File: src/sv/multi_reader_ring_credit_manager_macros.svh
// assertion macros for the ring credit manager
// expects i_clk and i_rst_n in the scope where a macro is used
`ifndef MULTI_READER_RING_CREDIT_MANAGER_MACROS_SVH
`define MULTI_READER_RING_CREDIT_MANAGER_MACROS_SVH

// same-cycle implication, off while reset is held
`define MRRCM_ASSERT_IMPL(name, pre, post) \
    name: assert property (@(posedge i_clk) disable iff (!i_rst_n) (pre) |-> (post)) \
        else $error("mrrcm assertion failed");

// next-cycle implication, off while reset is held
`define MRRCM_ASSERT_NEXT(name, pre, post) \
    name: assert property (@(posedge i_clk) disable iff (!i_rst_n) (pre) |=> (post)) \
        else $error("mrrcm assertion failed");

`endif

File: src/sv/mrrcm_pkg.sv
// shared types and constants of the ring credit manager
// no dependencies; imported by mrrcm_rem, the top level and the bench
`default_nettype none

package mrrcm_pkg;

    localparam int MAX_BLOCKS    = 256;
    localparam int MAX_CONSUMERS = 8;

    localparam int OP_W   = 4;
    localparam int SLOT_W = $clog2(MAX_CONSUMERS);
    localparam int CNT_W  = $clog2(MAX_BLOCKS + 1);
    localparam int PTR_W  = $clog2(MAX_BLOCKS);
    localparam int DIVD_W = CNT_W + 1;
    localparam int STEP_W = $clog2(DIVD_W + 1);

    // operation codes
    typedef enum logic [OP_W-1:0] {
        OP_PROD_CLAIM   = 4'd0,
        OP_PROD_COMMIT  = 4'd1,
        OP_CONS_CLAIM   = 4'd2,
        OP_CONS_RELEASE = 4'd3,
        OP_REGISTER     = 4'd4,
        OP_UNREGISTER   = 4'd5,
        OP_UNLOCK       = 4'd6,
        OP_RESET        = 4'd7,
        OP_QUERY        = 4'd8
    } t_op;

    // sequencer states
    typedef enum logic [3:0] {
        S_IDLE,
        S_EXEC,
        S_WP_MOD,
        S_CRED_SWEEP,
        S_MIN_SCAN,
        S_MIN_CHK,
        S_RP_MOD,
        S_LAG_SWEEP,
        S_CI,
        S_CI_MOD,
        S_DONE
    } t_state;

    // input word
    typedef struct packed {
        logic [OP_W-1:0]   operation;
        logic [SLOT_W-1:0] consumer_id;
        logic [CNT_W-1:0]  count;
    } t_in_word;

    // result word
    typedef struct packed {
        logic              done_res;
        logic [PTR_W-1:0]  write_index;
        logic [PTR_W-1:0]  read_index;
        logic [CNT_W-1:0]  free_blocks;
        logic              consumer_registered;
        logic [PTR_W-1:0]  consumer_index;
        logic [CNT_W-1:0]  consumer_available;
        logic              unlocked;
    } t_out_word;

    // remainder unit request and response
    typedef struct packed {
        logic              start;
        logic [DIVD_W-1:0] dividend;
        logic [CNT_W-1:0]  divisor;
    } t_rem_req;

    typedef struct packed {
        logic              busy;
        logic              done;
        logic [PTR_W-1:0]  rem;
    } t_rem_rsp;

endpackage

`default_nettype wire

File: src/sv/multi_reader_ring_credit_manager.sv
// Ring credit manager for one producer and up to eight consumers, one word at a time.
// Per word: execute, then a remainder pass for the consumer index when the selected slot is
// registered; a commit adds a write-index remainder pass and a credit sweep, a release or
// unregister adds a lag scan, plus a remainder pass and a lag sweep when the read index moves.
// The next word is accepted once the result word has loaded; output stalls delay that load.
// Synchronous active-low reset: pointers 0, free credit 256, all slots free.
`default_nettype none

`include "multi_reader_ring_credit_manager_macros.svh"

module multi_reader_ring_credit_manager (
    input  wire logic                  i_clk,
    input  wire logic                  i_rst_n,
    input  wire logic                  i_cfg_we,
    input  wire logic [8:0]            i_cfg_data,
    input  wire logic                  i_in_valid,
    input  wire mrrcm_pkg::t_in_word   i_in_word,
    output logic                       o_in_stall,
    output logic                       o_out_valid,
    output mrrcm_pkg::t_out_word       o_out_word,
    input  wire logic                  i_out_stall
);
    import mrrcm_pkg::*;

    // saturating add clamped to the ring size
    function automatic logic [CNT_W-1:0] sat_add(input logic [CNT_W-1:0] a,
                                                 input logic [CNT_W-1:0] b,
                                                 input logic [CNT_W-1:0] lim);
        logic [CNT_W:0] sum;
        sum = {1'b0, a} + {1'b0, b};
        return (sum > {1'b0, lim}) ? lim : sum[CNT_W-1:0];
    endfunction

    t_state             r_state, n_state;
    t_op                r_op, n_op;
    logic [SLOT_W-1:0]  r_id, n_id;
    logic [CNT_W-1:0]   r_n, n_n;
    logic               r_done, n_done;
    logic [SLOT_W-1:0]  r_idx, n_idx;
    logic [CNT_W-1:0]   r_min, n_min;
    logic               r_any, n_any;
    logic [PTR_W-1:0]   r_ci, n_ci;

    logic [CNT_W-1:0]   r_bc_cfg, n_bc_cfg;
    logic [PTR_W-1:0]   r_wp, n_wp;
    logic [PTR_W-1:0]   r_rp, n_rp;
    logic [CNT_W-1:0]   r_free, n_free;
    logic               r_unlock, n_unlock;
    logic [MAX_CONSUMERS-1:0] r_slot_reg, n_slot_reg;
    logic [CNT_W-1:0]   r_credit [MAX_CONSUMERS];
    logic [CNT_W-1:0]   n_credit [MAX_CONSUMERS];
    logic [CNT_W-1:0]   r_lag [MAX_CONSUMERS];
    logic [CNT_W-1:0]   n_lag [MAX_CONSUMERS];

    t_out_word          r_out, n_out;
    logic               r_out_vld, n_out_vld;

    logic [CNT_W-1:0]   w_bc;
    logic [CNT_W-1:0]   w_cnt_n;
    logic [SLOT_W-1:0]  w_sel;
    logic               w_sel_reg;
    logic [CNT_W-1:0]   w_sel_credit;
    logic [CNT_W-1:0]   w_sel_lag;
    logic               w_last;

    t_rem_req           rem_req;
    t_rem_rsp           rem_rsp;

    // shared remainder unit for all modulo-ring arithmetic
    mrrcm_rem u_rem (
        .i_clk   (i_clk),
        .i_rst_n (i_rst_n),
        .i_req   (rem_req),
        .o_rsp   (rem_rsp)
    );

    // effective ring size, clamped to 1..MAX_BLOCKS
    always_comb begin
        if (r_bc_cfg == '0) begin
            w_bc = CNT_W'(1);
        end else if (r_bc_cfg > CNT_W'(MAX_BLOCKS)) begin
            w_bc = CNT_W'(MAX_BLOCKS);
        end else begin
            w_bc = r_bc_cfg;
        end
    end

    assign w_cnt_n = (i_in_word.count > w_bc) ? w_bc : i_in_word.count;

    // one slot read port: sweep counter during sweeps, else the word's slot
    assign w_sel        = (r_state inside {S_CRED_SWEEP, S_MIN_SCAN, S_LAG_SWEEP}) ? r_idx : r_id;
    assign w_sel_reg    = r_slot_reg[w_sel];
    assign w_sel_credit = r_credit[w_sel];
    assign w_sel_lag    = r_lag[w_sel];
    assign w_last       = (r_idx == SLOT_W'(MAX_CONSUMERS - 1));

    // sequencer: next state and datapath updates
    always_comb begin
        n_state    = r_state;
        n_op       = r_op;
        n_id       = r_id;
        n_n        = r_n;
        n_done     = r_done;
        n_idx      = r_idx;
        n_min      = r_min;
        n_any      = r_any;
        n_ci       = r_ci;
        n_bc_cfg   = i_cfg_we ? i_cfg_data : r_bc_cfg;
        n_wp       = r_wp;
        n_rp       = r_rp;
        n_free     = r_free;
        n_unlock   = r_unlock;
        n_slot_reg = r_slot_reg;
        n_credit   = r_credit;
        n_lag      = r_lag;
        n_out      = r_out;
        n_out_vld  = r_out_vld;

        rem_req          = '0;
        rem_req.divisor  = w_bc;

        // result taken downstream
        if (r_out_vld && !i_out_stall) begin
            n_out_vld = 1'b0;
        end

        case (r_state)
            S_IDLE: begin
                if (i_in_valid) begin
                    n_op    = t_op'(i_in_word.operation);
                    n_id    = i_in_word.consumer_id;
                    n_n     = w_cnt_n;
                    n_done  = 1'b0;
                    n_state = S_EXEC;
                end
            end

            S_EXEC: begin
                n_state = S_CI;
                case (r_op)
                    OP_PROD_CLAIM: begin
                        if (r_n != '0 && r_free >= r_n) begin
                            n_free = r_free - r_n;
                            n_done = 1'b1;
                        end
                    end
                    OP_PROD_COMMIT: begin
                        if (r_n != '0) begin
                            n_done           = 1'b1;
                            n_idx            = '0;
                            rem_req.start    = 1'b1;
                            rem_req.dividend = DIVD_W'(r_wp) + DIVD_W'(r_n);
                            n_state          = S_WP_MOD;
                        end
                    end
                    OP_CONS_CLAIM: begin
                        if (r_n != '0 && w_sel_reg && w_sel_credit >= r_n) begin
                            n_credit[r_id] = w_sel_credit - r_n;
                            n_done         = 1'b1;
                        end
                    end
                    OP_CONS_RELEASE: begin
                        if (r_n != '0 && w_sel_reg) begin
                            n_lag[r_id] = sat_add(w_sel_lag, r_n, w_bc);
                            n_done      = 1'b1;
                            n_idx       = '0;
                            n_any       = 1'b0;
                            n_state     = S_MIN_SCAN;
                        end
                    end
                    OP_REGISTER: begin
                        if (!w_sel_reg) begin
                            n_slot_reg[r_id] = 1'b1;
                            n_credit[r_id]   = '0;
                            n_lag[r_id]      = '0;
                            n_done           = 1'b1;
                        end
                    end
                    OP_UNREGISTER: begin
                        if (w_sel_reg) begin
                            n_slot_reg[r_id] = 1'b0;
                            n_credit[r_id]   = '0;
                            n_lag[r_id]      = '0;
                            n_done           = 1'b1;
                            n_idx            = '0;
                            n_any            = 1'b0;
                            n_state          = S_MIN_SCAN;
                        end
                    end
                    OP_UNLOCK: begin
                        n_unlock = 1'b1;
                        n_free   = w_bc;
                        for (int i = 0; i < MAX_CONSUMERS; i++) begin
                            if (r_slot_reg[i]) begin
                                n_credit[i] = w_bc;
                            end
                        end
                        n_done = 1'b1;
                    end
                    OP_RESET: begin
                        n_free   = w_bc;
                        n_wp     = '0;
                        n_rp     = '0;
                        n_unlock = 1'b0;
                        for (int i = 0; i < MAX_CONSUMERS; i++) begin
                            n_credit[i] = '0;
                            n_lag[i]    = '0;
                        end
                        n_done = 1'b1;
                    end
                    OP_QUERY: begin
                        n_done = 1'b1;
                    end
                    default: begin
                    end
                endcase
            end

            // write pointer wrap
            S_WP_MOD: begin
                if (rem_rsp.done) begin
                    n_wp    = rem_rsp.rem;
                    n_state = S_CRED_SWEEP;
                end
            end

            // commit credit to each registered slot
            S_CRED_SWEEP: begin
                if (w_sel_reg) begin
                    n_credit[r_idx] = sat_add(w_sel_credit, r_n, w_bc);
                end
                n_idx = r_idx + SLOT_W'(1);
                if (w_last) begin
                    n_state = S_CI;
                end
            end

            // smallest lag over registered slots
            S_MIN_SCAN: begin
                if (w_sel_reg && (!r_any || w_sel_lag < r_min)) begin
                    n_min = w_sel_lag;
                    n_any = 1'b1;
                end
                n_idx = r_idx + SLOT_W'(1);
                if (w_last) begin
                    n_state = S_MIN_CHK;
                end
            end

            S_MIN_CHK: begin
                if (r_any && r_min != '0) begin
                    rem_req.start    = 1'b1;
                    rem_req.dividend = DIVD_W'(r_rp) + DIVD_W'(r_min);
                    n_state          = S_RP_MOD;
                end else begin
                    n_state = S_CI;
                end
            end

            // read pointer wrap and returned credit
            S_RP_MOD: begin
                if (rem_rsp.done) begin
                    n_rp    = rem_rsp.rem;
                    n_free  = sat_add(r_free, r_min, w_bc);
                    n_state = S_LAG_SWEEP;
                end
            end

            // take the common lag out of every registered slot
            S_LAG_SWEEP: begin
                if (w_sel_reg) begin
                    n_lag[r_idx] = w_sel_lag - r_min;
                end
                n_idx = r_idx + SLOT_W'(1);
                if (w_last) begin
                    n_state = S_CI;
                end
            end

            // consumer index of the selected slot
            S_CI: begin
                if (w_sel_reg) begin
                    rem_req.start    = 1'b1;
                    rem_req.dividend = DIVD_W'(r_rp) + DIVD_W'(w_sel_lag);
                    n_state          = S_CI_MOD;
                end else begin
                    n_ci    = '0;
                    n_state = S_DONE;
                end
            end

            S_CI_MOD: begin
                if (rem_rsp.done) begin
                    n_ci    = rem_rsp.rem;
                    n_state = S_DONE;
                end
            end

            // load the result word once the output register is free
            S_DONE: begin
                if (!r_out_vld || !i_out_stall) begin
                    n_out.done_res            = r_done;
                    n_out.write_index         = r_wp;
                    n_out.read_index          = r_rp;
                    n_out.free_blocks         = r_free;
                    n_out.consumer_registered = w_sel_reg;
                    n_out.consumer_index      = r_ci;
                    n_out.consumer_available  = w_sel_reg ? w_sel_credit : '0;
                    n_out.unlocked            = r_unlock;
                    n_out_vld                 = 1'b1;
                    n_state                   = S_IDLE;
                end
            end

            default: begin
                n_state = S_IDLE;
            end
        endcase
    end

    // control and ring state
    always_ff @(posedge i_clk) begin
        if (!i_rst_n) begin
            r_state    <= S_IDLE;
            r_out_vld  <= 1'b0;
            r_bc_cfg   <= CNT_W'(MAX_BLOCKS);
            r_wp       <= '0;
            r_rp       <= '0;
            r_free     <= CNT_W'(MAX_BLOCKS);
            r_unlock   <= 1'b0;
            r_slot_reg <= '0;
            for (int i = 0; i < MAX_CONSUMERS; i++) begin
                r_credit[i] <= '0;
                r_lag[i]    <= '0;
            end
        end else begin
            r_state    <= n_state;
            r_out_vld  <= n_out_vld;
            r_bc_cfg   <= n_bc_cfg;
            r_wp       <= n_wp;
            r_rp       <= n_rp;
            r_free     <= n_free;
            r_unlock   <= n_unlock;
            r_slot_reg <= n_slot_reg;
            r_credit   <= n_credit;
            r_lag      <= n_lag;
        end
    end

    // per-word working registers and result word
    always_ff @(posedge i_clk) begin
        r_op   <= n_op;
        r_id   <= n_id;
        r_n    <= n_n;
        r_done <= n_done;
        r_idx  <= n_idx;
        r_min  <= n_min;
        r_any  <= n_any;
        r_ci   <= n_ci;
        r_out  <= n_out;
    end

    assign o_in_stall  = (r_state != S_IDLE);
    assign o_out_valid = r_out_vld;
    assign o_out_word  = r_out;

    // checks
    `MRRCM_ASSERT_IMPL(a_rem_done_when_waiting, rem_rsp.done, (r_state == S_WP_MOD) || (r_state == S_RP_MOD) || (r_state == S_CI_MOD))
    `MRRCM_ASSERT_IMPL(a_idle_unit_quiet, r_state == S_IDLE, !rem_rsp.busy && !rem_rsp.done)
    `MRRCM_ASSERT_IMPL(a_lag_covers_min, (r_state == S_LAG_SWEEP) && w_sel_reg, w_sel_lag >= r_min)
    `MRRCM_ASSERT_NEXT(a_done_loads_output, (r_state == S_DONE) && (!r_out_vld || !i_out_stall), o_out_valid && (r_state == S_IDLE))

endmodule

`default_nettype wire

File: src/sv/mrrcm_rem.sv
// iterative remainder unit: one restoring step per cycle, DIVD_W steps
// depends on mrrcm_pkg
`default_nettype none

module mrrcm_rem (
    input  wire logic                i_clk,
    input  wire logic                i_rst_n,
    input  wire mrrcm_pkg::t_rem_req i_req,
    output mrrcm_pkg::t_rem_rsp      o_rsp
);
    import mrrcm_pkg::*;

    logic              r_busy;
    logic              r_fin;
    logic [STEP_W-1:0] r_cnt;
    logic [DIVD_W-1:0] r_sh;
    logic [CNT_W-1:0]  r_div;
    logic [PTR_W-1:0]  r_rem;

    logic [CNT_W-1:0]  w_trial;
    logic              w_fit;
    logic [PTR_W-1:0]  w_next;

    // shift in next dividend bit, subtract when it fits
    assign w_trial = {r_rem, r_sh[DIVD_W-1]};
    assign w_fit   = (w_trial >= r_div);
    assign w_next  = w_fit ? PTR_W'(w_trial - r_div) : w_trial[PTR_W-1:0];

    // control
    always_ff @(posedge i_clk) begin
        if (!i_rst_n) begin
            r_busy <= 1'b0;
            r_fin  <= 1'b0;
            r_cnt  <= '0;
        end else begin
            r_fin <= 1'b0;
            if (i_req.start) begin
                r_busy <= 1'b1;
                r_cnt  <= STEP_W'(DIVD_W);
            end else if (r_busy) begin
                r_cnt <= r_cnt - STEP_W'(1);
                if (r_cnt == STEP_W'(1)) begin
                    r_busy <= 1'b0;
                    r_fin  <= 1'b1;
                end
            end
        end
    end

    // datapath
    always_ff @(posedge i_clk) begin
        if (i_req.start) begin
            r_sh  <= i_req.dividend;
            r_div <= i_req.divisor;
            r_rem <= '0;
        end else if (r_busy) begin
            r_sh  <= {r_sh[DIVD_W-2:0], 1'b0};
            r_rem <= w_next;
        end
    end

    assign o_rsp.busy = r_busy;
    assign o_rsp.done = r_fin;
    assign o_rsp.rem  = r_rem;

endmodule

`default_nettype wire

File: config.mk
export PLATFORM = sky130hd
export DESIGN_NAME = multi_reader_ring_credit_manager
export DESIGN_NICKNAME = d
export VERILOG_FILES = /design/src/sv/mrrcm_pkg.sv /design/src/sv/multi_reader_ring_credit_manager.sv /design/src/sv/mrrcm_rem.sv
export VERILOG_INCLUDE_DIRS = /design/src /design/src/sv
export SDC_FILE = /design/constraint.sdc
export NUM_CORES = 1
export LEC_CHECK = 0
export BUFFER_PORTS_ARGS = -buffer_cell sky130_fd_sc_hd__buf_2
export CORE_MARGIN = 2
export CORE_UTILIZATION = 65
export CTS_CLUSTER_SIZE = 40
export DETAILED_ROUTE_END_ITERATION = 16
export GPL_TIMING_DRIVEN = 0
export PLACE_DENSITY = 0.85
export SYNTH_ARGS = -nofsm -noshare
export SYNTH_HDL_FRONTEND = slang
export SYNTH_SLANG_ARGS = --single-unit
File: constraint.sdc
create_clock -name i_clk -period 10.9 [get_ports i_clk]
set_input_delay 1.635 -clock i_clk [delete_from_list [all_inputs] [get_ports i_clk]]
set_output_delay 1.635 -clock i_clk [all_outputs]
set_load 0.005 [all_outputs]
# Yosys cells after proc, flatten, opt, wreduce, memory -nomap -nowiden
# Index checks and enable logic that the tools add are counted.
# Widths: inputs -> output; s select.
# classes
order_cmp	17
bitwise_logic	11
reduce_logical	60
mux	109
eq_ne	54
addsub	12
# ops
operator	n
$mux 72	8
$pmux 72 s5	1
$bwmux 72	4
$pmux 72 s2	2
$pmux 72 s4	1
$mux 9	22
$and 72x72->72	2
$not 72->72	1
$pmux 8 s2	4
$reduce_and 7->1	9
$bmux 9 s3	2
$demux 9 s3	2
$mux 4	13
$mux 8	6
$mux 11	4
$ne 3x3->1 const B	14
$pmux 4 s10	1
$pmux 9 s2	2
$pmux 11 s3	1
$eq 4x3->1 const B	8
$add 8x9->10	3
$add 9x9->10	3
$gt 10x9->1	3
$ge 9x9->1	3
56 further kinds	144
# word_totals
out_inout_bits	47
regBits	308
word_cells	310
input_bits	30

# Depth between registers and ports, before layout
# Gate-level depths: netlist (run 1).
# depth
ltp_word	14
ltp_mapped	28
mapped_depth_nobuf	24

# Hierarchy
# Synthesis (run 1) repeated with hierarchy kept, for this count alone.
# hier_totals
cells_unflattened	2342
hier_area_um2	20822.5
# modules_own_cells
mod	seq_area_each_um2	n_inst	cells_per_inst	area_each_um2
multi_reader_ring_credit_manager	6336.1	1	2161	18989.5
mrrcm_rem	850.8	1	181	1833.0

# Worst setup path before layout (run 1)
# No wires, ideal clock.
# synth_path
kind	reg2reg
startpoint	reg r_state[1]
endpoint	reg r_credit[53] (netlist name)
t_required_ns	10.784
setup_time_ns	0.116
stages_incl_launch_ff	26
arrival_time_ns	6.021
synth_period_minus_slack_ns	6.137
path_buffers	5
setup_slack_ns	4.763
cell_sequence	dfxtp_1 -> buf_2 -> or3b_1 -> buf_2 -> a21oi_2 -> o21a_2 -> buf_2 -> buf_2 -> mux2_2 -> o211ai_1 -> o21ai_0 -> ha_1 -> clkbuf_1 -> a221oi_1 -> o41a_1 -> or2_2 -> xnor2_1 -> ha_1 -> a21o_1 -> a21oi_1 -> nand4b_1 -> a221oi_1 -> o31ai_2 -> mux2_2 -> a2111o_1 -> o211a_1
# synth_between
elab_chain_len	13
elab_cells_between_ends	33
classes_between	2 x add/sub; 2 x order compare; 10 x eq/ne; 13 x mux; 1 x bitwise; 5 x reduce/logical
# synth_lines
item	line_no	text
from (decl)	multi_reader_ring_credit_manager.sv:34	t_state r_state, n_state;
from (signal assigned)	multi_reader_ring_credit_manager.sv:337	r_state <= n_state;
$eq 4x2->1 / $eq 4x3->1 (equally long branches)	multi_reader_ring_credit_manager.sv:91	assign w_sel = (r_state inside {S_CRED_SWEEP, S_MIN_SCAN, S_LAG_SWEEP}) ? r_idx : r_id;
$reduce_bool 3->1 (*)	multi_reader_ring_credit_manager.sv:91	
$mux 3 (*)	multi_reader_ring_credit_manager.sv:91	
$not 3->4 (implied by the code) (*)	multi_reader_ring_credit_manager.sv:93	assign w_sel_credit = r_credit[w_sel];
$bmux 9 s3 (*)	multi_reader_ring_credit_manager.sv:93	
$mux 9 (implied by the code) (*) (2 in a row)	multi_reader_ring_credit_manager.sv:93	
net w_sel_credit[2]	multi_reader_ring_credit_manager.sv:62	logic [CNT_W-1:0] w_sel_credit;
$add 9x9->10	multi_reader_ring_credit_manager.sv:30	sum = {1'b0, a} + {1'b0, b};
$gt 10x9->1	multi_reader_ring_credit_manager.sv:31	return (sum > {1'b0, lim}) ? lim : sum[CNT_W-1:0];
$mux 9	multi_reader_ring_credit_manager.sv:31	
$bwmux 72	multi_reader_ring_credit_manager.sv:230	n_credit[r_idx] = sat_add(w_sel_credit, r_n, w_bc);
$mux 72	multi_reader_ring_credit_manager.sv:229	if (w_sel_reg) begin
$pmux 72 s2	multi_reader_ring_credit_manager.sv:127	case (r_state)
to (signal assigned)	multi_reader_ring_credit_manager.sv:345	r_credit <= n_credit;
to (decl)	multi_reader_ring_credit_manager.sv:50	logic [CNT_W-1:0] r_credit [MAX_CONSUMERS];
# The timed path passes the listed nets; every way through them passes the cells marked *. The select of a mux whose other input is x is not followed.
# A chain may end at the register's enable or synchronous reset.

# Worst setup path after layout (run 1)
# layout_path
startpoint	reg r_state[0]
endpoint	reg r_credit[38] (netlist name)
# The elaborated chain is that of the path after synthesis.

==> results of run 1 <==
-- layout by cell type, fill, tap and decap left out, drive strengths merged, types with 11 or more instances in the layout --
cell type  count
o22a          13
nor3          68
a211oi        58
o22ai        117
and3          15
ha           128
o21a          15
and2          33
a221oi        53
o211ai        41
or3           11
mux2i         72
mux2          47
edfxtp       102
a31oi         12
or2           12
nor2         242
o21ai        103
nor2b         23
inv           88
a21oi        246
dfxtp        206
nand3         35
xor2          22
a21o          16
buf          118
a22oi         77
nand2b        19
xnor2         39
nand2        259
clkbuf       133
-- per-layer routing --
metal	GRT usage [%]	routed length, um
met1	56.1	27600
met2	66.8	31700
met3	10.5	9930
met4	28.0	5950
met5	0.444	8
-- logic make-up (layout without fill, tap and decap cells) --
| group | Yosys count | after routing | share of synthesized area, % |
|---|---|---|---|
| flops | 308 | 308 | 34.7 |
| simple gates | 760 | 760 | 16.6 |
| compound gates | 838 | 838 | 27.3 |
| xor+xnor | 61 | 61 | 2.58 |
| mux | 119 | 119 | 6.03 |
| fa+ha+maj | 138 | 138 | 8.69 |
| buf+inv | 212 | 352 | 4.10 |
| other cells | 0 | 1 | 0 |
-- flip-flops by register name (all words and copies together) (netlist names), 8 cells and up, named ones only --
signal,flops
r_wp,8
r_free,9
r_credit,72
u_rem.r_sh,10
u_rem.r_div,9
u_rem.r_rem,8
r_n,9
r_bc_cfg,9
r_lag,72
o_out_word,45
r_rp,8
r_ci,8
r_min,9
-- cell type report --
class / count / area share (%)
clock inverter: 15 / 0.814
multi-input combinational: 1916 / 55.5
tap: 402 / 2.20
antenna: 1 / 0.0109
sequential: 308 / 31.4
clock buffer: 47 / 4.48
buffer: 126 / 2.31
inverter: 86 / 1.41
timing repair buffer: 78 / 1.91
-- metrics by stage --
stage          setup WS [ns]  utilization, %  area (um2)
3_5_place_dp            3.08            68.9       21700
6_report                2.63            72.8       22900
5_1_grt                 2.45            72.8       22900
3_3_place_gp            3.24            68.7       21600
2_1_floorplan           4.76               -       20700
4_1_cts                 3.04            72.8       22900
-- power by group --
group	internal, mW	total (mW)	switching (mW)
Combinational	0.961	3.14	2.18
Clock	0.759	1.27	0.511
Sequential	1.32	1.46	0.141
Total	3.04	5.87	2.83
-- how the worst min path moves through the flow --
stage	from	cells past startpoint	end
after floorplan	r_ci[0]	0	o_out_word[10]
after detailed placement	r_ci[5]	0	o_out_word[15]
after CTS	r_ci[6]	0	o_out_word[16]
after global placement	r_ci[6]	0	o_out_word[16]
after global routing	r_ci[4]	0	o_out_word[14]
final	r_ci[5]	0	o_out_word[15]
-- worst max-delay path, cell delays in order (launching register included) --
cell and delay [ns]:
dfxtp_1 0.34, buf_2 0.20, nand2_1 0.11, clkbuf_1 0.44, and3_4 0.32, o21a_2 0.21, buf_2 0.32, buf_2 0.46
mux2i_1 0.24, nor2_1 0.06, a21oi_1 0.28, o21ai_0 0.35, ha_1 0.40, clkbuf_1 0.38, a221oi_1 0.24, o41a_1 0.38
or2_2 0.31, xnor2_1 0.22, ha_1 0.29, a21o_1 0.18, a21oi_1 0.19, nand4b_1 0.16, a221oi_1 0.38, o31ai_2 0.30
mux2i_1 0.82, o22ai_1 0.22, nor3_1 0.23, nor3_1 0.07
==> out/results.txt, run 1 <==
Layout cells sized above 1 -> 10.2%
CTS H-tree depth -> 2
Sink Count -> 308
Fin crit share -> 75.9%
Postcts setup bufs -> 0
First-pass GRT wire length -> 114 mm
FF-to-FF End -> r_credit[38]
Initial antenna violation count -> 1
Multi-input gate area -> 12700 um2
Synth Warn # -> 0
DRT antenna net count -> 0
Top cells by area, synth -> dfxtp_1 20%, edfxtp_1 15%, ha_1 7.7%
Port Buffers -> 75
Area growth, synth to finish -> 10.5%
LEAKAGE -> 8.66 nW
MaxCap Viol Count -> 0
DR iter-0 viols -> 3295
RSZ-0062 raised after global routing -> false
Crit end category -> register
Reg clk slew, reported paths -> 0.06 ns
Fin. Hold Viols -> 0
Worst rel slew slack -> 10.4%
Final setup vio count -> 0
Num ports -> 77
HPWL after DPL -> 56.1 mm
Setup slack, reg-to-reg -> 2.63 ns
Setup TNS -> 0 ns
Required time of the critical path -> 11.30 ns
R2R Path Start -> r_state[0]
CP Class -> reg -> reg
Post_cts resized -> 0
Post-synthesis register bit count -> 308
Worst skew pair latency -> 0.55 ns
Vias in the first global route -> 20300
Drt total wl -> 75.2 mm
Rows -> 65
GRT Overall Usage -> 43.9%
Sequential-to-total area share from yosys stat -> 34.7%
Status -> completed
Die W -> 183 um
Fillers -> 2454
CP startpoint kind -> register
Worst Path Arrival -> 8.67 ns
Maximum clock insertion buffer count -> 3
Pwr/cell area -> 256 nW/um2
Crit path from -> r_state[0]
Syn Std Cell Area -> 20700 um2
Initial core utilization -> 65.9%
Hold Path Class -> reg -> reg
Residual DRC count -> 0
Worst hold margin -> 0.417 ns
# placed instances -> 2916
Syn_area_per_cell -> 8.51 um2
Die area -> 33300 um2
CORE AREA -> 31500 um2
VDD IR max -> 0.164 mV
Max Slew Vio Count -> 0
CTS Root Cell -> clkbuf_16
Slew of the pin with the lowest slew margin -> 1.34 ns
Largest net degree at the start of global routing -> 24
Fin crit period -> 8.27 ns
FMAX -> 0.121 GHz
Hold Buf Count CTS -> 0
Nets -> 2719
Cells after synthesis -> 2436
Worst Skew -> 0.0256 ns
Avg Vias per Cell -> 7.22
Top-count cell post-synth -> nand2_1
RePlAce Congestion -> 1.03
Post-synth top area share -> 19.9%
CTS tree -> built
Synth unique cells -> 85
Cts bufs inserted -> 35
Vias -> 21500
Drt wl/cell -> 25.2 um
Count of non-filler cells in the finished layout -> 2979
Commonest cells post-synth -> 259 x nand2_1, 244 x a21oi_1, 241 x nor2_1
Die H -> 183 um
Post-Syn Nets -> 2604
Number of synthesized flops with an enable pin -> 102
Total grt overflow -> 0
Overall power -> 5.87 mW
Largest area contributor in the netlist -> dfxtp_1
Worst R2R Path Depth -> 27
Main flop type after synthesis -> dfxtp_1
Seq. cell area -> 7190 um2
Worst setup endpoint -> r_credit[38]
Async set-reset flop share out of synthesis -> 0%
TritonRoute pass-1 iters -> 9
CP max FO -> 10
(Power assumes the default switching activity.)
==> run 2: changes to the inputs <==
Settings changed: CORE_UTILIZATION 65 to 63, PLACE_DENSITY 0.85 to 0.83.
Clock period 10.9 ns to 8 ns, I/O delays scaled along.
==> out/results.txt, run 2 (synthesis gave the netlist of run 1 again) <==
CP max FO -> 10 (unchanged)
Worst Skew -> 0.0300 ns (was 0.0256 ns)
# placed instances -> 2956 (was 2916)
RSZ-0062 raised after global routing -> false (unchanged)
Worst hold stages -> 0 (unchanged)
Fin crit period -> 7.75 ns (was 8.27 ns)
VDD IR max -> 0.315 mV (was 0.164 mV)
Layout cells sized above 1 -> 10.9% (was 10.2%)
Sink Count -> 308 (unchanged)
Final setup vio count -> 0 (unchanged)
GRT Max-Usage Layer -> met2 (unchanged)
Power share of the clock group -> 20.2% (was 21.6%)
Worst skew pair latency -> 0.59 ns (was 0.55 ns)
Hold path start -> r_ci[7] (was r_ci[5])
Hold Buf Count CTS -> 0 (unchanged)
Pint -> 4.10 mW (was 3.04 mW)
Switching power -> 4.00 mW (was 2.83 mW)
Crit end category -> register (unchanged)
GR Util met3 -> 12.2% (was 10.5%)
First-pass GRT wire length -> 116 mm (was 114 mm)
Reg clk slew, reported paths -> 0.06 ns (about the same)
Comb pwr share -> 55.2% (was 53.4%)
CP startpoint kind -> register (unchanged)
Hold endpoint -> o_out_word[17] (was o_out_word[15])
Seq. cell area -> 7190 um2 (unchanged)
Drt wl/cell -> 25.7 um (was 25.2 um)
Maximum clock insertion buffer count -> 3 (unchanged)
Met1 usage -> 55.9% (was 56.1%)
Setup TNS -> 0 ns (unchanged)
Slew of the pin with the lowest slew margin -> 1.45 ns (was 1.34 ns)
CTS H-tree depth -> 2 (unchanged)
Initial core utilization -> 63.9% (was 65.9%)
R2R Path Start -> r_state[1] (was r_state[0])
DP Worst Slack -> 0.183 ns (was 3.08 ns)
Total grt overflow -> 0 (unchanged)
Required time of the critical path -> 8.41 ns (was 11.30 ns)
Nets -> 2721 (was 2719)
CTS Root Cell -> clkbuf_16 (unchanged)
DR iter-0 viols -> 2984 (was 3295)
Dpl cell area -> 21700 um2 (about the same)
Area growth, synth to finish -> 10.7% (was 10.5%)
Worst rel slew slack -> 2.63% (was 10.4%)
Share of power burned in registers -> 24.6% (was 24.9%)
Count of non-filler cells in the finished layout -> 3023 (was 2979)
CTS tree -> built (unchanged)
Hold Path Class -> reg -> reg (unchanged)
Die W -> 185 um (was 183 um)
GRT Overall Usage -> 44.2% (was 43.9%)
Worst R2R Path Depth -> 26 (was 27)
Max Slew Vio Count -> 0 (unchanged)
Cts bufs inserted -> 37 (was 35)
Die area -> 34400 um2 (was 33300 um2)
Num ports -> 77 (unchanged)
Residual DRC count -> 0 (unchanged)
Drt total wl -> 77.6 mm (was 75.2 mm)
Multi-input gate area -> 12800 um2 (was 12700 um2)
Fillers -> 2620 (was 2454)
Fin. Hold Viols -> 0 (unchanged)
TritonRoute pass-1 iters -> 9 (unchanged)
Most frequent cells in the layout -> 259 x nand2_1, 241 x a21oi_1, 240 x nor2_1 (was 259 x nand2_1, 243 x a21oi_1, 240 x nor2_1)
Avg Vias per Cell -> 7.12 (was 7.22)
Fin area -> 22900 um2 (about the same)
CORE AREA -> 32500 um2 (was 31500 um2)
Worst Path Arrival -> 8.16 ns (was 8.67 ns)
Fin crit share -> 96.9% (was 75.9%)
Die H -> 185 um (was 183 um)
PnR worst setup slack -> 0.251 ns (was 2.63 ns)
CP Class -> reg -> reg (unchanged)
FF-to-FF End -> r_credit[41] (was r_credit[38])
HPWL after DPL -> 58.1 mm (was 56.1 mm)
Setup slack, reg-to-reg -> 0.25 ns (was 2.63 ns)
FMAX -> 0.129 GHz (was 0.121 GHz)
MaxCap Viol Count -> 0 (unchanged)
Port Buffers -> 75 (unchanged)
LEAKAGE -> 8.62 nW (was 8.66 nW)
Initial antenna violation count -> 2 (was 1)
Switching share of power -> 49.4% (was 48.2%)
Status -> completed (unchanged)
Largest net degree at the start of global routing -> 24 (unchanged)
Worst hold margin -> 0.424 ns (was 0.417 ns)
RePlAce Congestion -> 1.04 (was 1.03)
Pwr/cell area -> 353 nW/um2 (was 256 nW/um2)
Vias in the first global route -> 20200 (was 20300)
Rows -> 66 (was 65)
DRT antenna net count -> 0 (unchanged)
Crit path from -> r_state[1] (was r_state[0])
Met2 global-route usage -> 66.9% (was 66.8%)
Most common cell after layout, fill and taps aside -> nand2_1 (unchanged)
Vias -> 21500 (about the same)
==> run 2: cell count changes in the layout (fill, tap and decap cells not counted), sizes merged <==
cell	previous run	this run
bufinv	4	0
clkinv	6	9
buf	118	119
inv	88	90
diode	1	2
clkinvlp	3	4
==> run 2: how the worst max path moves through the flow <==
| stage | end | depth (start not counted) |
|---|---|---|
| after floorplan | r_credit[53] | 25 |
| after global placement | r_credit[70] | 25 |
| after detailed placement | r_credit[37] | 26 |
| after CTS | r_credit[30] | 26 |
| after global routing | r_credit[41] | 25 |
| final | r_credit[41] | 26 |
==> run 2: per-layer routing <==
layer,vias up,part of all wire (%)
met4,0,6.8
li1,9412,-
met3,398,13
met5,-,0
met2,1693,43
met1,10000,37
==> run 2: through the flow <==
stage,utilization [%],power [mW]
final,70.7,8.10
after global placement,66.7,5.94
after detailed placement,66.9,6.07
after floorplan,-,4.74
after CTS,70.5,7.69
after global routing,70.7,8.38
==> run 2: worst max-delay path, cell delays in order, from the launching register on <==
cell,delay (ns)
dfxtp_1,0.29
buf_2,0.17
or3b_1,0.36
buf_2,0.20
a21oi_2,0.25
o21a_2,0.26
buf_2,0.35
clkbuf_4,0.41
mux2_2,0.37
a21oi_1,0.31
o21ai_0,0.41
ha_1,0.47
nand2b_1,0.14
a221oi_1,0.13
o41a_1,0.36
or2_2,0.31
xnor2_1,0.20
ha_1,0.28
a21o_1,0.19
a21oi_1,0.19
nand4b_1,0.16
a221oi_1,0.36
o31ai_2,0.37
mux2_2,0.50
a221o_1,0.35
nand3_1,0.09
a21oi_1,0.07
==> run 2: power groups by stage <==
stage               clock network, mW  registers [mW]  logic (mW)
global route                     1.68            2.00        4.71
finish                           1.63            1.99        4.47
detailed placement                  0            2.01        4.05
global placement                    0            2.01        3.93
floorplan                           0            1.92        2.82
CTS                              1.62            1.98        4.09
==> run 2: area by class of cell <==
type	count	share of cell area, %
multi-input cells	1916	55.7
plain buffers	124	2.28
clock inverters	17	0.600
repair buffers	80	1.92
diodes	2	0.0218
clock buffers	48	4.39
flip-flops and latches	308	31.3
well taps	442	2.41
inverters	86	1.41
==> run 2: repair_timing <==
item,4_1_cts,5_1_grt
endpoints found under the hold margin,0,0
setup buffers,0,2
gates resized for setup,0,19
endpoints found under the setup margin,0,101
